**src/hw/rtl/irrac_pkg.sv**
```systemverilog
package irrac_pkg;

    // Frame limits
    localparam int MAX_EDGES   = 32;
    localparam int EDGE_CNT_W  = $clog2(MAX_EDGES + 1);

    // Field widths
    localparam int CMD_W       = 2;
    localparam int TIME_W      = 32;
    localparam int KNOB_W      = 5;
    localparam int WIN_W       = 16;
    localparam int CODE_W      = 32;
    localparam int LEVEL_W     = 2;
    localparam int SPEED_W     = 3;
    localparam int BTN_W       = 3;
    localparam int KNOB_POS_W  = 2;

    // Drive level bit positions
    localparam int PIN_SWING   = 0;
    localparam int PIN_PUMP    = 1;
    localparam int PIN_SPD_LO  = 2;

    // Configuration port
    localparam int CFG_IDX_W   = 3;
    localparam int CFG_DATA_W  = 32;

    // Register reset values
    localparam logic [WIN_W-1:0] ZERO_CENTER_RST = 16'd420;
    localparam logic [WIN_W-1:0] ZERO_TOL_RST    = 16'd150;
    localparam logic [WIN_W-1:0] ONE_CENTER_RST  = 16'd1200;
    localparam logic [WIN_W-1:0] ONE_TOL_RST     = 16'd240;

    // Commands on the input channel
    typedef enum logic [CMD_W-1:0] {
        CMD_EDGE      = 2'd0,
        CMD_FRAME_END = 2'd1,
        CMD_KNOB      = 2'd2
    } cmd_t;

    // Register indexes
    typedef enum logic [CFG_IDX_W-1:0] {
        CFG_ZERO_CENTER = 3'd0,
        CFG_ZERO_TOL    = 3'd1,
        CFG_ONE_CENTER  = 3'd2,
        CFG_ONE_TOL     = 3'd3,
        CFG_POWER_CODE  = 3'd4,
        CFG_PUMP_CODE   = 3'd5,
        CFG_SWING_CODE  = 3'd6,
        CFG_SPEED_CODE  = 3'd7
    } cfg_idx_t;

    // Decoded button
    typedef enum logic [BTN_W-1:0] {
        BTN_NONE  = 3'd0,
        BTN_POWER = 3'd1,
        BTN_PUMP  = 3'd2,
        BTN_SWING = 3'd3,
        BTN_SPEED = 3'd4
    } btn_t;

    // Register file contents
    typedef struct packed {
        logic [WIN_W-1:0]  zero_center;
        logic [WIN_W-1:0]  zero_tol;
        logic [WIN_W-1:0]  one_center;
        logic [WIN_W-1:0]  one_tol;
        logic [CODE_W-1:0] power_code;
        logic [CODE_W-1:0] pump_code;
        logic [CODE_W-1:0] swing_code;
        logic [CODE_W-1:0] speed_code;
    } cfg_t;

    // Frame summary from the decoder
    typedef struct packed {
        logic              done;
        logic [CODE_W-1:0] code;
        logic              error;
    } frame_info_t;

    // Item held in the input stage
    typedef struct packed {
        logic [CMD_W-1:0]  command;
        logic [TIME_W-1:0] edge_time_us;
        logic [KNOB_W-1:0] knob_pins;
    } item_t;

endpackage

```
**src/hw/rtl/irrac_in_if.sv**
```systemverilog
interface irrac_in_if
    import irrac_pkg::*;
();
    logic              valid;
    logic              ready;
    logic [CMD_W-1:0]  command;
    logic [TIME_W-1:0] edge_time_us;
    logic [KNOB_W-1:0] knob_pins;

    modport source (output valid, command, edge_time_us, knob_pins, input ready);
    modport sink   (input valid, command, edge_time_us, knob_pins, output ready);
endinterface

```
**src/hw/rtl/irrac_out_if.sv**
```systemverilog
interface irrac_out_if
    import irrac_pkg::*;
();
    logic               valid;
    logic               ready;
    logic               swing_pin;
    logic               pump_pin;
    logic [SPEED_W-1:0] speed_pins;
    logic               beep;
    logic               frame_done;
    logic [CODE_W-1:0]  frame_code;
    logic               frame_error;
    logic [BTN_W-1:0]   button;

    modport source (output valid, swing_pin, pump_pin, speed_pins, beep, frame_done,
                    frame_code, frame_error, button, input ready);
    modport sink   (input valid, swing_pin, pump_pin, speed_pins, beep, frame_done,
                    frame_code, frame_error, button, output ready);
endinterface

```
**src/hw/rtl/ir_remote_appliance_controller_unit.sv**
```systemverilog
// IR remote appliance controller.
// Input channel in_ch carries one item per transfer: command (0 IR edge timestamp,
// 1 end of IR frame, 2 knob pin sample), edge_time_us and knob_pins. Every item,
// the unused command code included, gives exactly one result on out_ch: pin levels
// (swing, pump, three speed drives), a buzzer request, and for frame ends the
// shifted code, error flag and matched button.
// Registers are written through cfg_we / cfg_index / cfg_data; the user must write
// them only while idle; the block leaves this unchecked. Pipeline: an input stage
// register, then one pass of window compares, shift, code match and knob decode
// into the result register. Throughput is one item per cycle while out_ch accepts
// results, with the decoder and pin state updated in the second stage.
// When out_ch stalls, the result register holds and the input stage still takes
// one more item; in_ch.ready drops only when both stages are full.
// Reset clears the valid flags and decoder and drive state and loads the default
// windows (zero 420 +/- 150 us, one 1200 +/- 240 us); button codes reset to zero.
module ir_remote_appliance_controller_unit
    import irrac_pkg::*;
(
    input  logic                  clk,
    input  logic                  rst_n,
    irrac_in_if.sink              in_ch,
    irrac_out_if.source           out_ch,
    input  logic                  cfg_we,
    input  logic [CFG_IDX_W-1:0]  cfg_index,
    input  logic [CFG_DATA_W-1:0] cfg_data
);

    cfg_t        cfg;
    frame_info_t frame;
    item_t       item_reg;
    logic        s1_valid_reg;
    logic        s1_fire;
    logic        in_fire;

    logic [KNOB_W-1:0] drive;
    logic              beep;
    btn_t              button;

    logic               out_valid_reg;
    logic               swing_reg;
    logic               pump_reg;
    logic [SPEED_W-1:0] speed_reg;
    logic               beep_reg;
    logic               done_reg;
    logic [CODE_W-1:0]  code_reg;
    logic               error_reg;
    logic [BTN_W-1:0]   button_reg;

    // Stage handshakes
    assign s1_fire     = s1_valid_reg && (!out_valid_reg || out_ch.ready);
    assign in_ch.ready = !s1_valid_reg || s1_fire;
    assign in_fire     = in_ch.valid && in_ch.ready;

    // Input stage
    always_ff @(posedge clk or negedge rst_n)
    begin
        if (!rst_n)
            s1_valid_reg <= 1'b0;
        else if (in_ch.ready)
            s1_valid_reg <= in_ch.valid;
    end

    always_ff @(posedge clk)
    begin
        if (in_fire)
        begin
            item_reg.command      <= in_ch.command;
            item_reg.edge_time_us <= in_ch.edge_time_us;
            item_reg.knob_pins    <= in_ch.knob_pins;
        end
    end

    irrac_cfg_regs u_cfg (
        .clk       (clk),
        .rst_n     (rst_n),
        .cfg_we    (cfg_we),
        .cfg_index (cfg_index),
        .cfg_data  (cfg_data),
        .cfg       (cfg)
    );

    irrac_ir_decoder u_dec (
        .clk   (clk),
        .rst_n (rst_n),
        .fire  (s1_fire),
        .item  (item_reg),
        .cfg   (cfg),
        .frame (frame)
    );

    irrac_appliance_ctrl u_ctrl (
        .clk    (clk),
        .rst_n  (rst_n),
        .fire   (s1_fire),
        .item   (item_reg),
        .cfg    (cfg),
        .frame  (frame),
        .drive  (drive),
        .beep   (beep),
        .button (button)
    );

    // Result register
    always_ff @(posedge clk or negedge rst_n)
    begin
        if (!rst_n)
            out_valid_reg <= 1'b0;
        else if (s1_fire)
            out_valid_reg <= 1'b1;
        else if (out_ch.ready)
            out_valid_reg <= 1'b0;
    end

    always_ff @(posedge clk)
    begin
        if (s1_fire)
        begin
            swing_reg  <= drive[PIN_SWING];
            pump_reg   <= drive[PIN_PUMP];
            speed_reg  <= drive[KNOB_W-1:PIN_SPD_LO];
            beep_reg   <= beep;
            done_reg   <= frame.done;
            code_reg   <= frame.code;
            error_reg  <= frame.error;
            button_reg <= button;
        end
    end

    assign out_ch.valid       = out_valid_reg;
    assign out_ch.swing_pin   = swing_reg;
    assign out_ch.pump_pin    = pump_reg;
    assign out_ch.speed_pins  = speed_reg;
    assign out_ch.beep        = beep_reg;
    assign out_ch.frame_done  = done_reg;
    assign out_ch.frame_code  = code_reg;
    assign out_ch.frame_error = error_reg;
    assign out_ch.button      = button_reg;

endmodule

```
**src/hw/rtl/irrac_cfg_regs.sv**
```systemverilog
module irrac_cfg_regs
    import irrac_pkg::*;
(
    input  logic                  clk,
    input  logic                  rst_n,
    input  logic                  cfg_we,
    input  logic [CFG_IDX_W-1:0]  cfg_index,
    input  logic [CFG_DATA_W-1:0] cfg_data,
    output cfg_t                  cfg
);

    cfg_t cfg_reg;
    cfg_t cfg_next;

    // Register write decode
    always_comb
    begin
        cfg_next = cfg_reg;
        if (cfg_we)
        begin
            unique case (cfg_idx_t'(cfg_index))
                CFG_ZERO_CENTER: cfg_next.zero_center = cfg_data[WIN_W-1:0];
                CFG_ZERO_TOL:    cfg_next.zero_tol    = cfg_data[WIN_W-1:0];
                CFG_ONE_CENTER:  cfg_next.one_center  = cfg_data[WIN_W-1:0];
                CFG_ONE_TOL:     cfg_next.one_tol     = cfg_data[WIN_W-1:0];
                CFG_POWER_CODE:  cfg_next.power_code  = cfg_data[CODE_W-1:0];
                CFG_PUMP_CODE:   cfg_next.pump_code   = cfg_data[CODE_W-1:0];
                CFG_SWING_CODE:  cfg_next.swing_code  = cfg_data[CODE_W-1:0];
                CFG_SPEED_CODE:  cfg_next.speed_code  = cfg_data[CODE_W-1:0];
                default:         cfg_next = cfg_reg;
            endcase
        end
    end

    always_ff @(posedge clk or negedge rst_n)
    begin
        if (!rst_n)
        begin
            cfg_reg.zero_center <= ZERO_CENTER_RST;
            cfg_reg.zero_tol    <= ZERO_TOL_RST;
            cfg_reg.one_center  <= ONE_CENTER_RST;
            cfg_reg.one_tol     <= ONE_TOL_RST;
            cfg_reg.power_code  <= '0;
            cfg_reg.pump_code   <= '0;
            cfg_reg.swing_code  <= '0;
            cfg_reg.speed_code  <= '0;
        end
        else
        begin
            cfg_reg <= cfg_next;
        end
    end

    assign cfg = cfg_reg;

endmodule

```
**src/hw/rtl/irrac_ir_decoder.sv**
```systemverilog
module irrac_ir_decoder
    import irrac_pkg::*;
(
    input  logic        clk,
    input  logic        rst_n,
    input  logic        fire,
    input  item_t       item,
    input  cfg_t        cfg,
    output frame_info_t frame
);

    logic [TIME_W-1:0]     prev_edge_reg,  prev_edge_next;
    logic [EDGE_CNT_W-1:0] edge_cnt_reg,   edge_cnt_next;
    logic [CODE_W-1:0]     code_shift_reg, code_shift_next;
    logic                  bad_reg,        bad_next;

    logic [TIME_W-1:0] interval;
    logic [TIME_W:0]   zero_diff;
    logic [TIME_W:0]   one_diff;
    logic [TIME_W-1:0] zero_abs;
    logic [TIME_W-1:0] one_abs;
    logic              is_zero;
    logic              is_one;

    // Interval against both windows; zero window wins
    assign interval  = item.edge_time_us - prev_edge_reg;
    assign zero_diff = {1'b0, interval} - {{(TIME_W+1-WIN_W){1'b0}}, cfg.zero_center};
    assign one_diff  = {1'b0, interval} - {{(TIME_W+1-WIN_W){1'b0}}, cfg.one_center};
    assign zero_abs  = zero_diff[TIME_W] ? (~zero_diff[TIME_W-1:0] + 1'b1)
                                         : zero_diff[TIME_W-1:0];
    assign one_abs   = one_diff[TIME_W] ? (~one_diff[TIME_W-1:0] + 1'b1)
                                        : one_diff[TIME_W-1:0];
    assign is_zero   = zero_abs < {{(TIME_W-WIN_W){1'b0}}, cfg.zero_tol};
    assign is_one    = one_abs  < {{(TIME_W-WIN_W){1'b0}}, cfg.one_tol};

    // Edge and frame-end handling
    always_comb
    begin
        prev_edge_next  = prev_edge_reg;
        edge_cnt_next   = edge_cnt_reg;
        code_shift_next = code_shift_reg;
        bad_next        = bad_reg;
        if (fire)
        begin
            unique case (cmd_t'(item.command))
                CMD_EDGE:
                begin
                    if (edge_cnt_reg < EDGE_CNT_W'(MAX_EDGES))
                    begin
                        if ((edge_cnt_reg != '0) && !bad_reg)
                        begin
                            priority if (is_zero)
                                code_shift_next = {code_shift_reg[CODE_W-2:0], 1'b0};
                            else if (is_one)
                                code_shift_next = {code_shift_reg[CODE_W-2:0], 1'b1};
                            else
                                bad_next = 1'b1;
                        end
                        prev_edge_next = item.edge_time_us;
                        edge_cnt_next  = edge_cnt_reg + 1'b1;
                    end
                end
                CMD_FRAME_END:
                begin
                    edge_cnt_next   = '0;
                    code_shift_next = '0;
                    bad_next        = 1'b0;
                end
                default: ;
            endcase
        end
    end

    always_ff @(posedge clk or negedge rst_n)
    begin
        if (!rst_n)
        begin
            prev_edge_reg  <= '0;
            edge_cnt_reg   <= '0;
            code_shift_reg <= '0;
            bad_reg        <= 1'b0;
        end
        else
        begin
            prev_edge_reg  <= prev_edge_next;
            edge_cnt_reg   <= edge_cnt_next;
            code_shift_reg <= code_shift_next;
            bad_reg        <= bad_next;
        end
    end

    // Frame summary, zero on other commands
    assign frame.done  = (cmd_t'(item.command) == CMD_FRAME_END);
    assign frame.code  = frame.done ? code_shift_reg : '0;
    assign frame.error = frame.done & bad_reg;

endmodule

```
**src/hw/rtl/irrac_appliance_ctrl.sv**
```systemverilog
module irrac_appliance_ctrl
    import irrac_pkg::*;
(
    input  logic              clk,
    input  logic              rst_n,
    input  logic              fire,
    input  item_t             item,
    input  cfg_t              cfg,
    input  frame_info_t       frame,
    output logic [KNOB_W-1:0] drive,
    output logic              beep,
    output btn_t              button
);

    logic                  fan_run_reg,    fan_run_next;
    logic [LEVEL_W-1:0]    fan_level_reg,  fan_level_next;
    logic                  swing_on_reg,   swing_on_next;
    logic                  pump_on_reg,    pump_on_next;
    logic [KNOB_POS_W-1:0] mode_knob_reg,  mode_knob_next;
    logic [KNOB_POS_W-1:0] speed_knob_reg, speed_knob_next;
    logic [KNOB_W-1:0]     drive_reg,      drive_next;

    logic [KNOB_POS_W-1:0] mode_pos;
    logic [KNOB_POS_W-1:0] speed_pos;

    // One-hot speed pins for a level, none for level zero
    function automatic logic [SPEED_W-1:0] speed_onehot(input logic [LEVEL_W-1:0] lvl);
        logic [SPEED_W-1:0] pins;
        pins = '0;
        if (lvl != '0)
            pins[lvl - 1'b1] = 1'b1;
        return pins;
    endfunction

    // Knob position decode, pins active low
    always_comb
    begin
        priority if (!item.knob_pins[0])
            mode_pos = item.knob_pins[1] ? 2'd1 : 2'd2;
        else if (!item.knob_pins[1])
            mode_pos = 2'd3;
        else
            mode_pos = 2'd0;

        priority if (!item.knob_pins[2])
            speed_pos = 2'd1;
        else if (!item.knob_pins[3])
            speed_pos = 2'd2;
        else if (!item.knob_pins[4])
            speed_pos = 2'd3;
        else
            speed_pos = 2'd0;
    end

    // Button actions and knob changes
    always_comb
    begin
        fan_run_next    = fan_run_reg;
        fan_level_next  = fan_level_reg;
        swing_on_next   = swing_on_reg;
        pump_on_next    = pump_on_reg;
        mode_knob_next  = mode_knob_reg;
        speed_knob_next = speed_knob_reg;
        drive_next      = drive_reg;
        beep            = 1'b0;
        button          = BTN_NONE;

        unique case (cmd_t'(item.command))
            CMD_FRAME_END:
            begin
                priority if (frame.code == cfg.power_code)
                begin
                    button = BTN_POWER;
                    beep   = 1'b1;
                    if (!fan_run_reg)
                    begin
                        drive_next[KNOB_W-1:PIN_SPD_LO] = speed_onehot(2'd1);
                        fan_run_next   = 1'b1;
                        fan_level_next = 2'd1;
                    end
                    else
                    begin
                        drive_next     = '0;
                        fan_run_next   = 1'b0;
                        fan_level_next = '0;
                        swing_on_next  = 1'b0;
                        pump_on_next   = 1'b0;
                    end
                end
                else if (frame.code == cfg.pump_code)
                begin
                    button               = BTN_PUMP;
                    beep                 = 1'b1;
                    pump_on_next         = !pump_on_reg;
                    drive_next[PIN_PUMP] = !pump_on_reg;
                end
                else if (frame.code == cfg.swing_code)
                begin
                    button = BTN_SWING;
                    if (swing_on_reg)
                    begin
                        swing_on_next         = 1'b0;
                        drive_next[PIN_SWING] = 1'b0;
                        beep                  = 1'b1;
                    end
                    else if (fan_run_reg)
                    begin
                        swing_on_next         = 1'b1;
                        drive_next[PIN_SWING] = 1'b1;
                        beep                  = 1'b1;
                    end
                end
                else if (frame.code == cfg.speed_code)
                begin
                    button         = BTN_SPEED;
                    beep           = 1'b1;
                    fan_level_next = (fan_level_reg == 2'd3) ? 2'd1 : fan_level_reg + 1'b1;
                    drive_next[KNOB_W-1:PIN_SPD_LO] = speed_onehot(fan_level_next);
                    fan_run_next   = 1'b1;
                end
                else
                begin
                    // Unknown code: no action
                    button = BTN_NONE;
                end
            end
            CMD_KNOB:
            begin
                // Mode knob first
                if (mode_pos != mode_knob_reg)
                begin
                    if (mode_pos == 2'd0)
                    begin
                        drive_next[PIN_SWING] = 1'b0;
                        drive_next[PIN_PUMP]  = 1'b0;
                    end
                    else
                    begin
                        swing_on_next         = (mode_pos != 2'd3);
                        pump_on_next          = (mode_pos != 2'd1);
                        drive_next[PIN_SWING] = (mode_pos != 2'd3);
                        drive_next[PIN_PUMP]  = (mode_pos != 2'd1);
                        beep                  = 1'b1;
                    end
                end
                mode_knob_next = mode_pos;

                // Then the speed knob
                if (speed_pos != speed_knob_reg)
                begin
                    fan_level_next = speed_pos;
                    drive_next[KNOB_W-1:PIN_SPD_LO] = speed_onehot(speed_pos);
                    fan_run_next   = (speed_pos != 2'd0);
                    if (speed_pos != 2'd0)
                        beep = 1'b1;
                end
                speed_knob_next = speed_pos;
            end
            default: ;
        endcase
    end

    always_ff @(posedge clk or negedge rst_n)
    begin
        if (!rst_n)
        begin
            fan_run_reg    <= 1'b0;
            fan_level_reg  <= '0;
            swing_on_reg   <= 1'b0;
            pump_on_reg    <= 1'b0;
            mode_knob_reg  <= '0;
            speed_knob_reg <= '0;
            drive_reg      <= '0;
        end
        else if (fire)
        begin
            fan_run_reg    <= fan_run_next;
            fan_level_reg  <= fan_level_next;
            swing_on_reg   <= swing_on_next;
            pump_on_reg    <= pump_on_next;
            mode_knob_reg  <= mode_knob_next;
            speed_knob_reg <= speed_knob_next;
            drive_reg      <= drive_next;
        end
    end

    assign drive = drive_next;

endmodule

```
**src/flat_wrapper.sv**
```systemverilog
// flat-port wrapper written by rule: the top's interface ports become plain ports
module ir_remote_appliance_controller_unit_flat import irrac_pkg::*;
  (clk, rst_n, cfg_we, cfg_index, cfg_data, in_ch_valid, in_ch_command, in_ch_edge_time_us, in_ch_knob_pins, in_ch_ready, out_ch_valid, out_ch_swing_pin, out_ch_pump_pin, out_ch_speed_pins, out_ch_beep, out_ch_frame_done, out_ch_frame_code, out_ch_frame_error, out_ch_button, out_ch_ready);
  irrac_in_if in_ch_i ();
  irrac_out_if out_ch_i ();
  input  logic clk;
  input  logic rst_n;
  input  logic cfg_we;
  input  logic [CFG_IDX_W-1:0] cfg_index;
  input  logic [CFG_DATA_W-1:0] cfg_data;
  input wire logic [$bits(in_ch_i.valid)-1:0] in_ch_valid;
  input wire logic [$bits(in_ch_i.command)-1:0] in_ch_command;
  input wire logic [$bits(in_ch_i.edge_time_us)-1:0] in_ch_edge_time_us;
  input wire logic [$bits(in_ch_i.knob_pins)-1:0] in_ch_knob_pins;
  output wire logic [$bits(in_ch_i.ready)-1:0] in_ch_ready;
  output wire logic [$bits(out_ch_i.valid)-1:0] out_ch_valid;
  output wire logic [$bits(out_ch_i.swing_pin)-1:0] out_ch_swing_pin;
  output wire logic [$bits(out_ch_i.pump_pin)-1:0] out_ch_pump_pin;
  output wire logic [$bits(out_ch_i.speed_pins)-1:0] out_ch_speed_pins;
  output wire logic [$bits(out_ch_i.beep)-1:0] out_ch_beep;
  output wire logic [$bits(out_ch_i.frame_done)-1:0] out_ch_frame_done;
  output wire logic [$bits(out_ch_i.frame_code)-1:0] out_ch_frame_code;
  output wire logic [$bits(out_ch_i.frame_error)-1:0] out_ch_frame_error;
  output wire logic [$bits(out_ch_i.button)-1:0] out_ch_button;
  input wire logic [$bits(out_ch_i.ready)-1:0] out_ch_ready;
  assign in_ch_i.valid = in_ch_valid;
  assign in_ch_i.command = in_ch_command;
  assign in_ch_i.edge_time_us = in_ch_edge_time_us;
  assign in_ch_i.knob_pins = in_ch_knob_pins;
  assign in_ch_ready = in_ch_i.ready;
  assign out_ch_valid = out_ch_i.valid;
  assign out_ch_swing_pin = out_ch_i.swing_pin;
  assign out_ch_pump_pin = out_ch_i.pump_pin;
  assign out_ch_speed_pins = out_ch_i.speed_pins;
  assign out_ch_beep = out_ch_i.beep;
  assign out_ch_frame_done = out_ch_i.frame_done;
  assign out_ch_frame_code = out_ch_i.frame_code;
  assign out_ch_frame_error = out_ch_i.frame_error;
  assign out_ch_button = out_ch_i.button;
  assign out_ch_i.ready = out_ch_ready;
  ir_remote_appliance_controller_unit u_core (.clk(clk), .rst_n(rst_n), .in_ch(in_ch_i), .out_ch(out_ch_i), .cfg_we(cfg_we), .cfg_index(cfg_index), .cfg_data(cfg_data));
endmodule
```
**config.mk**
```make
export PLATFORM = sky130hd
export DESIGN_NAME = ir_remote_appliance_controller_unit_flat
export DESIGN_NICKNAME = d
export VERILOG_FILES = /design/src/hw/rtl/irrac_pkg.sv /design/src/hw/rtl/irrac_in_if.sv /design/src/hw/rtl/irrac_out_if.sv /design/src/hw/rtl/ir_remote_appliance_controller_unit.sv /design/src/hw/rtl/irrac_cfg_regs.sv /design/src/hw/rtl/irrac_ir_decoder.sv /design/src/hw/rtl/irrac_appliance_ctrl.sv /design/src/flat_wrapper.sv
export SDC_FILE = /design/constraint.sdc
export NUM_CORES = 1
export LEC_CHECK = 0
export ABC_AREA = 1
export BUFFER_PORTS_ARGS = -buffer_cell sky130_fd_sc_hd__buf_2
export CORE_MARGIN = 4
export CORE_UTILIZATION = 45
export DETAILED_ROUTE_END_ITERATION = 12
export HOLD_SLACK_MARGIN = 0.05
export RECOVER_POWER = 50
export SYNTH_ARGS = -nofsm -noshare
export SYNTH_HDL_FRONTEND = slang
export SYNTH_SLANG_ARGS = --single-unit
export TNS_END_PERCENT = 50
```
**constraint.sdc**
```tcl
create_clock -name clk -period 5.35 [get_ports clk]
set_clock_uncertainty 0.1 [all_clocks]
set_input_delay 0.535 -clock clk [delete_from_list [all_inputs] [get_ports clk]]
set_output_delay 0.535 -clock clk [all_outputs]
set_load 0.01 [all_outputs]
```
# Yosys cells after proc, flatten, opt, wreduce, memory -nomap -nowiden
# Cells that the tools add are included.
# Widths: inputs -> output; s select.
[word_totals]
reg_bits = 361
inputBits = 79
out_inout_bits = 45
[classes]
n_reduce_logical = 38
magnitude_cmp = 7
bitwise_logic = 4
n_eq_ne = 32
muxes = 87
addsub = 9
[ops]
columns = ["cell", "count"]
rows = [
  ["$mux 32", 7],
  ["$eq 32x32->1", 4],
  ["$sub 32x16->33", 2],
  ["$add 32x1->32 const B", 2],
  ["$lt 32x16->1", 2],
  ["$not 32->32", 2],
  ["$pmux 32 s2", 1],
  ["$mux 1", 43],
  ["$mux 2", 17],
  ["$sub 32x32->32", 1],
  ["$mux 3", 7],
  ["$ne 3x3->1 const B", 7],
  ["$reduce_and 2->1", 9],
  ["$reduce_and 6->1", 3],
  ["$ne 2x2->1 const B", 8],
  ["$eq 3x3->1 const B", 4],
  ["$pmux 6 s2", 1],
  ["$pmux 1 s2", 5],
  ["$pmux 5 s2", 1],
  ["$reduce_bool 2->1", 5],
  ["$reduce_and 7->1", 1],
  ["$add 6x1->6 const B", 1],
  ["$eq 3x2->1 const B", 2],
  ["$lt 2x3->1 const B", 2],
  ["25 further kinds", 40],
]

# Depth between registers and ports, before layout
# Gate-level depths: netlist of run 1.
[depth]
word_depth = 13
mapped_depth = 42
depth_no_buf = 40

# By module
# From an unflattened synthesis of run 1, not the netlist that was laid out.
[unflattened]
hier_cells = 3499
hier_area_um2 = 24109.4
[modules_own_cells]
columns = ["module", "n_inst", "area_each_um2", "seq_area_each_um2", "cells_each"]
rows = [
  ["irrac_ir_decoder", 1, 10789.1, 1776.7, 1939],
  ["irrac_cfg_regs", 1, 7462.2, 4824.6, 852],
  ["irrac_appliance_ctrl", 1, 3300.7, 350.3, 614],
  ["ir_remote_appliance_controller_unit", 1, 2557.5, 2512.4, 94],
]

# Worst setup path after synthesis of run 1
# No wires, ideal clock.
[synth_timing]
path_type = "reg-to-reg"
from = "register u_core.u_dec.prev_edge_reg[0]"
to = "register u_core.u_dec.code_shift_reg[10]"
synth_period_minus_slack_ns = 5.376
setup_ns = 0.117
arrival_time_ns = 5.159
stages_incl_launch_ff = 40
n_path_buf = 3
setup_slack_ns = -0.026
path_cell_list = "dfrtp_1 > ha_1 > fa_1 > inv_1 > nand2_1 > nand2_1 > and2_1 > xor2_1 > ha_1 > nand2_1 > inv_1 > nand2_1 > nand3b_1 > nand3_1 > a21oi_1 > nand3_2 > nor2_2 > nand2_4 > (+4 left out) > inv_1 > ha_1 > a21oi_1 > o21ai_0 > a21o_1 > a21oi_1 > o21ai_0 > nand2_1 > nand2_1 > nor2_1 > nand3_1 > nor2_1 > nand3_1 > nand3_2 > nand2_4 > buf_6 > nand2_1 > nand2_1"
[synth_via]
elab_chain_len = 10
[synth_lines]
columns = ["element", "line_no", "rtl"]
rows = [
  ["from (decl)", "irrac_ir_decoder.sv:12", "logic [TIME_W-1:0] prev_edge_reg, prev_edge_next;"],
  ["from (signal assigned)", "irrac_ir_decoder.sv:85", "prev_edge_reg <= prev_edge_next;"],
  ["$sub 32x32->32 *", "irrac_ir_decoder.sv:26", "assign interval = item.edge_time_us - prev_edge_reg;"],
  ["$sub 32x16->33", "irrac_ir_decoder.sv:27", "assign zero_diff = {1'b0, interval} - {{(TIME_W+1-WIN_W){1'b0}}, cfg.zero_center};"],
  ["$not 32->32", "irrac_ir_decoder.sv:29", "assign zero_abs = zero_diff[TIME_W] ? (~zero_diff[TIME_W-1:0] + 1'b1)"],
  ["$add 32x1->32", "irrac_ir_decoder.sv:29", ""],
  ["$mux 32", "irrac_ir_decoder.sv:29", ""],
  ["$lt 32x16->1", "irrac_ir_decoder.sv:33", "assign is_zero = zero_abs < {{(TIME_W-WIN_W){1'b0}}, cfg.zero_tol};"],
  ["$mux 32", "irrac_ir_decoder.sv:52", "priority if (is_zero)"],
  ["$mux 32", "irrac_ir_decoder.sv:50", "if ((edge_cnt_reg != '0) && !bad_reg)"],
  ["$mux 32", "irrac_ir_decoder.sv:48", "if (edge_cnt_reg < EDGE_CNT_W'(MAX_EDGES))"],
  ["$pmux 32 s2", "irrac_ir_decoder.sv:45", "unique case (cmd_t'(item.command))"],
  ["to (signal assigned)", "irrac_ir_decoder.sv:87", "code_shift_reg <= code_shift_next;"],
  ["to (decl)", "irrac_ir_decoder.sv:14", "logic [CODE_W-1:0] code_shift_reg, code_shift_next;"],
]
# Every way passes the cells marked *; elsewhere a longest branch is shown, timed or not. The select of a mux whose other input is x is not followed.
# A chain may end at the register's enable or synchronous reset.

# Final worst setup path of run 1
[layout_timing]
from = "register u_core.item_reg[10] (netlist name)"
to = "register u_core.u_dec.code_shift_reg[24]"
[layout_via]
elab_chain_len = 10
[layout_lines]
columns = ["element", "line_no", "rtl"]
rows = [
  ["from (decl)", "ir_remote_appliance_controller_unit.sv:30", "item_t item_reg;"],
  ["$sub 32x32->32 *", "irrac_ir_decoder.sv:26", ""],
  ["$sub 32x16->33", "irrac_ir_decoder.sv:27", ""],
  ["$not 32->32", "irrac_ir_decoder.sv:29", ""],
  ["$add 32x1->32", "irrac_ir_decoder.sv:29", ""],
  ["$mux 32", "irrac_ir_decoder.sv:29", ""],
  ["$lt 32x16->1", "irrac_ir_decoder.sv:33", ""],
  ["$mux 32", "irrac_ir_decoder.sv:52", ""],
  ["$mux 32", "irrac_ir_decoder.sv:50", ""],
  ["$mux 32", "irrac_ir_decoder.sv:48", ""],
  ["$pmux 32 s2", "irrac_ir_decoder.sv:45", ""],
]
# Marked as above.

==> results of run 1 <==
==> worst register-to-register path, delay by kind of cell (launching register included) <==
kind	cells	cell delay (ps)
buffers and inverters	10	1270
and+or+nand+nor	17	1700
xor gates and xnor gates	2	370
DFF	1	440
adders and majority gates	3	910
AOI/OAI and AO/OA	4	540
==> cell type report <==
type	instances	area [um2]
sequential	361	9460
tap	672	841
clock inverter	22	263
inverter	477	1790
timing repair buffer	470	3390
clock buffer	56	1160
multi-input combinational	2175	12500
fill	4624	20700
==> stage by stage <==
stage	hold WS (ps)	instances
3_3_place_gp	363	4065
2_1_floorplan	139	3078
5_1_grt	96.5	4233
4_1_cts	54.9	4224
6_report	88.0	4233
3_5_place_dp	363	4065
==> power breakdown <==
| part | internal [mW] | switching [mW] | leakage [nW] |
|---|---|---|---|
| combinational | 7.36 | 9.01 | 9.78 |
| clock | 1.74 | 1.21 | 0.684 |
| sequential | 3.41 | 0.323 | 4.27 |
| total | 12.5 | 10.5 | 14.7 |
==> synth_stat cells (4+ instances only) <==
cell type / instances
nand2_1: 942
inv_1: 459
dfstp_2: 16
clkbuf_1: 54
buf_4: 5
nor2_2: 15
o22ai_1: 4
nand3_1: 178
or2_2: 25
nand4_1: 37
xnor2_1: 64
nor3_1: 24
nor3b_1: 4
nand3_2: 7
o21a_1: 6
inv_2: 16
o21ai_0: 254
a21oi_1: 103
nand3b_1: 12
nor2_1: 219
and2_1: 7
buf_6: 5
xor2_1: 98
ha_1: 106
dfrtp_1: 263
nor4_1: 16
nand2_2: 7
edfxtp_1: 82
==> metal layers <==
| metal | part of all wire (%) | global-route usage (%) | up-vias |
|---|---|---|---|
| met2 | 46 | 41.1 | 474 |
| met1 | 46 | 35.4 | 10100 |
| met4 | 1.8 | 5.44 | 0 |
| met3 | 5.8 | 5.13 | 82 |
| li1 | - | - | 10600 |
| met5 | 0 | 0 | - |
==> kinds of logic (layout without fill, tap and decap cells) <==
family / Yosys count / count (layout) / synth area share [%]
AO/OA/AOI/OAI: 393 / 393 / 9.02
XOR/XNOR: 162 / 162 / 6.22
adder cells (fa/ha/maj): 109 / 109 / 6.08
buffers and inverters: 544 / 1025 / 9.20
flip-flops: 361 / 361 / 41.5
multiplexers: 1 / 1 / 0.0494
AND/OR/NAND/NOR: 1508 / 1510 / 27.9
==> final timing paths <==
check	end	slack, ps	depth (start not counted)
worst max register to register	u_core.u_dec.code_shift_reg[24]	-120	36
min in group asynchronous	u_core.u_dec.prev_edge_reg[3]	1840	2
worst min-delay path	u_core.u_cfg.cfg[2]	90	3
worst max-delay path	u_core.u_dec.code_shift_reg[24]	-120	36
worst min register to register	u_core.u_dec.code_shift_reg[31]	380	2
max in group asynchronous	u_core.u_ctrl.drive_reg[1]	750	3
==> timing repair <==
action / in CTS / in global routing
cloned: 4 / 0
setup buffers: 39 / 10
endpoints found under the setup margin: 33 / 33
pin swaps: 69 / 79
gates resized for setup: 153 / 120
endpoints found under the hold margin: 98 / 0
hold buffers: 40 / 0
==> run_results.csv, run 1 <==
group,metric,value,unit
status,status,"finished, violations left",
status,violations,"max-capacitance violations, max-slew violations, negative setup slack",
die,pin_count,124,
setup_path,critical_path.slowest_cell,"edfxtp_1",
sta,drv_slew,373,
layout,drive_gt1_share,21.1,%
setup_path,crit_path_max_incr_delay,440,ps
route,wl_per_cell,16.7,um
sta,finalCriticalPeriod,5470,ps
placement,port-buffer-count,123,
route,drt_pre_antenna_iters,5,
synth,synth.area.top_cells,"dfrtp_1 (29%), nand2_1 (16%), edfxtp_1 (11%), inv_1 (7.6%), ha_1 (5.8%)",
layout,nets,3716,
sta,tns,-2840,ps
synth,syn_area,22800,um2
sta,period_share,102,%
synth,yosys_warnings,0,
global_routing,grt_pass1_wl,109000,um
placement,place_area,26000,um2
route,drc_errors,0,
die,dieWidth,233,um
setup_path,arrival,5820,ps
synth,async_flop_share,77.3,%
clock_tree,root_buffer,"clkbuf_16",
clock_tree,numCtsBuffers,43,
route,via_per_inst,5.02,
placement,place_congestion,0.958,
synth,ys_types,54,
sta,finalHoldViolations,0,
sta,finalWorstSetupSlack,-116,ps
sta,fmax,183,MHz
synth,ys_ff_latch,361,
power_and_ir_drop,p_total,23.1,mW
job,drv_cap,6,
synth,synth_edf_count,82,
global_routing,antenna_found_initial,1,
global_routing,grt_overflow,0,
sta,maxSlewHeadroom,-176,%
die,core,50200,um2
power_and_ir_drop,ir_drop,0.000847,V
route,ant_nets,0,
clock_tree,cts_sinks,361,
clock_tree,cts_buffer_depth,3,
setup_path,critical-path-top-delay-family,"simple AND/OR/NAND/NOR gates",
layout,largest_reg_flops,192,
min_path,min_path_type,"primary input to flop",
layout,most-common-layout-cells,"nand2_1 (874), inv_1 (441), buf_4 (275), dfrtp_1 (263), o21ai_0 (247)",
setup_path,startpoint_type,"flop",
clock_tree,clkTransAtPathRegs,60,ps
power_and_ir_drop,power_density,784,nW/um2
setup_path,required,5710,ps
die,dieArea,54300,um2
layout,syn2layout_area_growth,29.0,%
sta,worstMarginPinSlew,4140,ps
global_routing,grt_pass1_vias,20300,
layout,fin_area,29400,um2
setup_path,path_class,"flop to flop",
die,die_h,233,um
synth,synth.largest_area_cell,"dfrtp_1",
layout,insertedDiodeCount,0,
min_path,min_from,"cfg_data[2]",
synth,yosys.area.top_type_share,28.9,%
setup_path,end_kind,"flop",
placement,dp_hpwl,51800,um
route,drt_iter0_drc,1725,
setup_path,worstSetupStartpoint,"u_core.item_reg[10]",
layout,fin_util,58.6,%
synth,syn_avg_cell_area,7.41,um2
global_routing,grt_start_max_net_pins,166,
clock_tree,worst_skew_pair.late_latency,580,ps
die,rows,82,
placement,pre_cts_ws,-521,ps
route,routed_wirelength,70500,um
layout,layout_commonest_cell,"nand2_1",
setup_path,r2r_start,"u_core.item_reg[10]",
setup_path,worst-path-buf-inv,10,
sta,rsz0062_at_grt,"yes",
power_and_ir_drop,total_leakage_power,14.7,nW
synth,synth.net_count,3266,
die,initial_core_util,45.4,%
synth,yosys_most_used_dff,"dfrtp_1",
synth,synth-seq-area-share,41.5,%
clock_tree,cts_tree,"done",
setup_path,crit_top_cell,"nand2_1",
clock_tree,cts_max_level,2,
setup_path,path_max_fanout,8,
sta,setup_viol,32,
route,num_vias,21300,
synth,syn_inst,3078,
global_routing,grt_util_all_layers,25.4,%
Note: power is estimated with default switching activity, not from simulation.
==> inputs of run 2 (changes only) <==
Settings changed: CORE_UTILIZATION 45 to 35, CTS_BUF_LIST set to sky130_fd_sc_hd__clkbuf_4.
==> run 2 against run 1 <==
The run still ends with max-capacitance violations, max-slew violations, negative setup slack left. Setup slack worse by 16 ps. Count of clock-buffer cells in the layout up 93. Flip-flop and latch count unchanged. Non-clock buffer count up 46. Sequential share of layout area down 0.81 points. Critical path depth up 5. Design area up 2.6%. Power down 1.7%. Largest power group unchanged.
==> run_results.csv, run 2 (synthesized netlist as in run 1, its figures left out) <==
group,metric,value,unit
status,status,"finished, violations left",
status,violations,"max-capacitance violations, max-slew violations, negative setup slack",
layout,largest_reg_flops,192,
route,ant_nets,0,
layout,num-fill-cells,6453,
sta,maxSlewHeadroom,-112,%
sta,rsz0062_at_grt,"yes",
layout,drive_gt1_share,25.2,%
global_routing,grt_util_all_layers,19.3,%
sta,setup_viol,32,
sta,finalCriticalPeriod,5480,ps
placement,dp_hpwl,50200,um
setup_path,path_class,"flop to flop",
die,core,64500,um2
layout,nets,3817,
setup_path,path_max_fanout,17,
placement,place_congestion,0.933,
clock_tree,cts_sinks,361,
clock_tree,root_buffer,"clkbuf_4",
setup_path,crit_path_max_incr_delay,430,ps
die,die_h,263,um
route,num_vias,21600,
clock_tree,cts_tree,"done",
min_path,min_path_type,"primary input to flop",
layout,register_area,9460,um2
die,pin_count,124,
setup_path,crit_top_cell,"buf_4",
die,rows,93,
clock_tree,clkTransAtPathRegs,70,ps
setup_path,end_kind,"flop",
die,dieArea,69300,um2
route,drt_iter0_drc,1532,
setup_path,arrival,6210,ps
power_and_ir_drop,total_leakage_power,15.2,nW
die,initial_core_util,35.4,%
sta,worstMarginPinSlew,3170,ps
sta,finalHoldViolations,0,
setup_path,required,6080,ps
placement,place_area,26100,um2
clock_tree,cts_buffer_depth,3,
clock_tree,cts_max_level,3,
placement,port-buffer-count,123,
layout,layout_commonest_cell,"nand2_1",
job,drv_cap,7,
route,drc_errors,0,
sta,fmax,182,MHz
sta,period_share,102,%
global_routing,grt_overflow,0,
global_routing,grt_pass1_vias,20200,
route,via_per_inst,4.73,
sta,drv_slew,542,
layout,fin_area,30200,um2
power_and_ir_drop,power_density,751,nW/um2
route,wl_per_cell,15.3,um
placement,pre_cts_ws,-454,ps
clock_tree,worst_skew_pair.late_latency,930,ps
global_routing,antenna_found_initial,3,
setup_path,startpoint_type,"flop",
clock_tree,numCtsBuffers,98,
route,drt_pre_antenna_iters,5,
layout,syn2layout_area_growth,32.4,%
die,dieWidth,263,um
sta,finalWorstSetupSlack,-132,ps
layout,multi_input_area,12700,um2
global_routing,grt_pass1_wl,109000,um
setup_path,critical_path.slowest_cell,"edfxtp_1",
global_routing,grt_start_max_net_pins,125,
layout,most-common-layout-cells,"nand2_1 (862), inv_1 (436), buf_4 (285), dfrtp_1 (263), o21ai_0 (242)",
route,routed_wirelength,70000,um
power_and_ir_drop,ir_drop,0.000388,V
run 2: cell count changes in the layout (fill, tap and decap cells not counted), moves of 12 or more:
| cell | before | now |
|---|---|---|
| clkbuf_4 | 1 | 149 |
| clkbuf_1 | 69 | 8 |
| nand2_1 | 874 | 862 |
| dlygate4sd3_1 | 40 | 77 |
| buf_2 | 72 | 117 |
| clkbuf_16 | 43 | 0 |
| clkinv_1 | 6 | 21 |
run 2: path summary, 6_finish.rpt:
check                                        from                              end  slack (ps)  cells past startpoint
setup / recovery               u_core.item_reg[8]  u_core.u_dec.code_shift_reg[19]        -130                     41
hold / removal             in_ch_edge_time_us[29]              u_core.item_reg[34]         260                      2
setup reg to reg               u_core.item_reg[8]  u_core.u_dec.code_shift_reg[19]        -130                     41
hold reg to reg               u_core.item_reg[22]   u_core.u_dec.prev_edge_reg[17]         350                      2
max in group asynchronous                   rst_n   u_core.u_dec.prev_edge_reg[18]        1230                      4
min in group asynchronous                   rst_n             u_core.u_cfg.cfg[52]        1680                      4
run 2: final cells by class:
| type | count | share of cell area [%] |
|---|---|---|
| flip-flops and latches | 361 | 31.4 |
| clock inverters | 31 | 0.622 |
| multi-input cells | 2175 | 42.0 |
| repair buffers | 516 | 12.9 |
| clock buffers | 149 | 3.71 |
| diodes | 1 | 0.00829 |
| inverters | 477 | 5.93 |
| well taps | 855 | 3.54 |
run 2: critical path, delay by kind of cell, from the launching register on:
kind,cells,cell delay [ps]
fa+ha+maj,2,590
xor+xnor,1,170
buf+inv,17,2150
simple gates,20,1850
compound gates,1,200
flops,1,430
run 2: per-stage QoR:
step | total power [mW] | std cells | util, % | hold WS [ps] | setup TNS [ps]
CTS | 20.8 | 4546 | 45.4 | 157 | -708
global route | 24.7 | 4565 | 46.8 | 201 | -11280
detailed placement | 16.9 | 4229 | 40.4 | 369 | -13960
floorplan | 11.5 | 3078 | - | 139 | 0
global placement | 16.8 | 4229 | 40.4 | 367 | -11870
finish | 22.7 | 4565 | 46.8 | 256 | -3720
run 2: repair_timing:
| item | in CTS | in global routing |
|---|---|---|
| buffers inserted | 56 | 19 |
| hold buffers | 78 | 0 |
| pin swaps | 84 | 133 |
| setup endpoints to repair | 33 | 33 |
| gates cloned | 3 | 0 |
| resized for setup | 128 | 194 |
| endpoints found under the hold margin | 413 | 0 |
run 2: routing by layer:
metal / track usage (%) / vias to the layer above / part of all wire, % / wire [um]
met5: 0 / - / 0.010 / 7
met4: 6.13 / 2 / 2.0 / 1380
met3: 3.70 / 95 / 5.7 / 3990
met2: 30.6 / 548 / 46 / 32400
met1: 26.8 / 10100 / 46 / 32200
li1: - / 10900 / - / -
run 2: power breakdown:
part,internal [mW],switching [mW],leakage [nW]
logic,7.53,8.83,10.2
registers,3.40,0.327,4.27
clock network,1.30,1.29,0.777
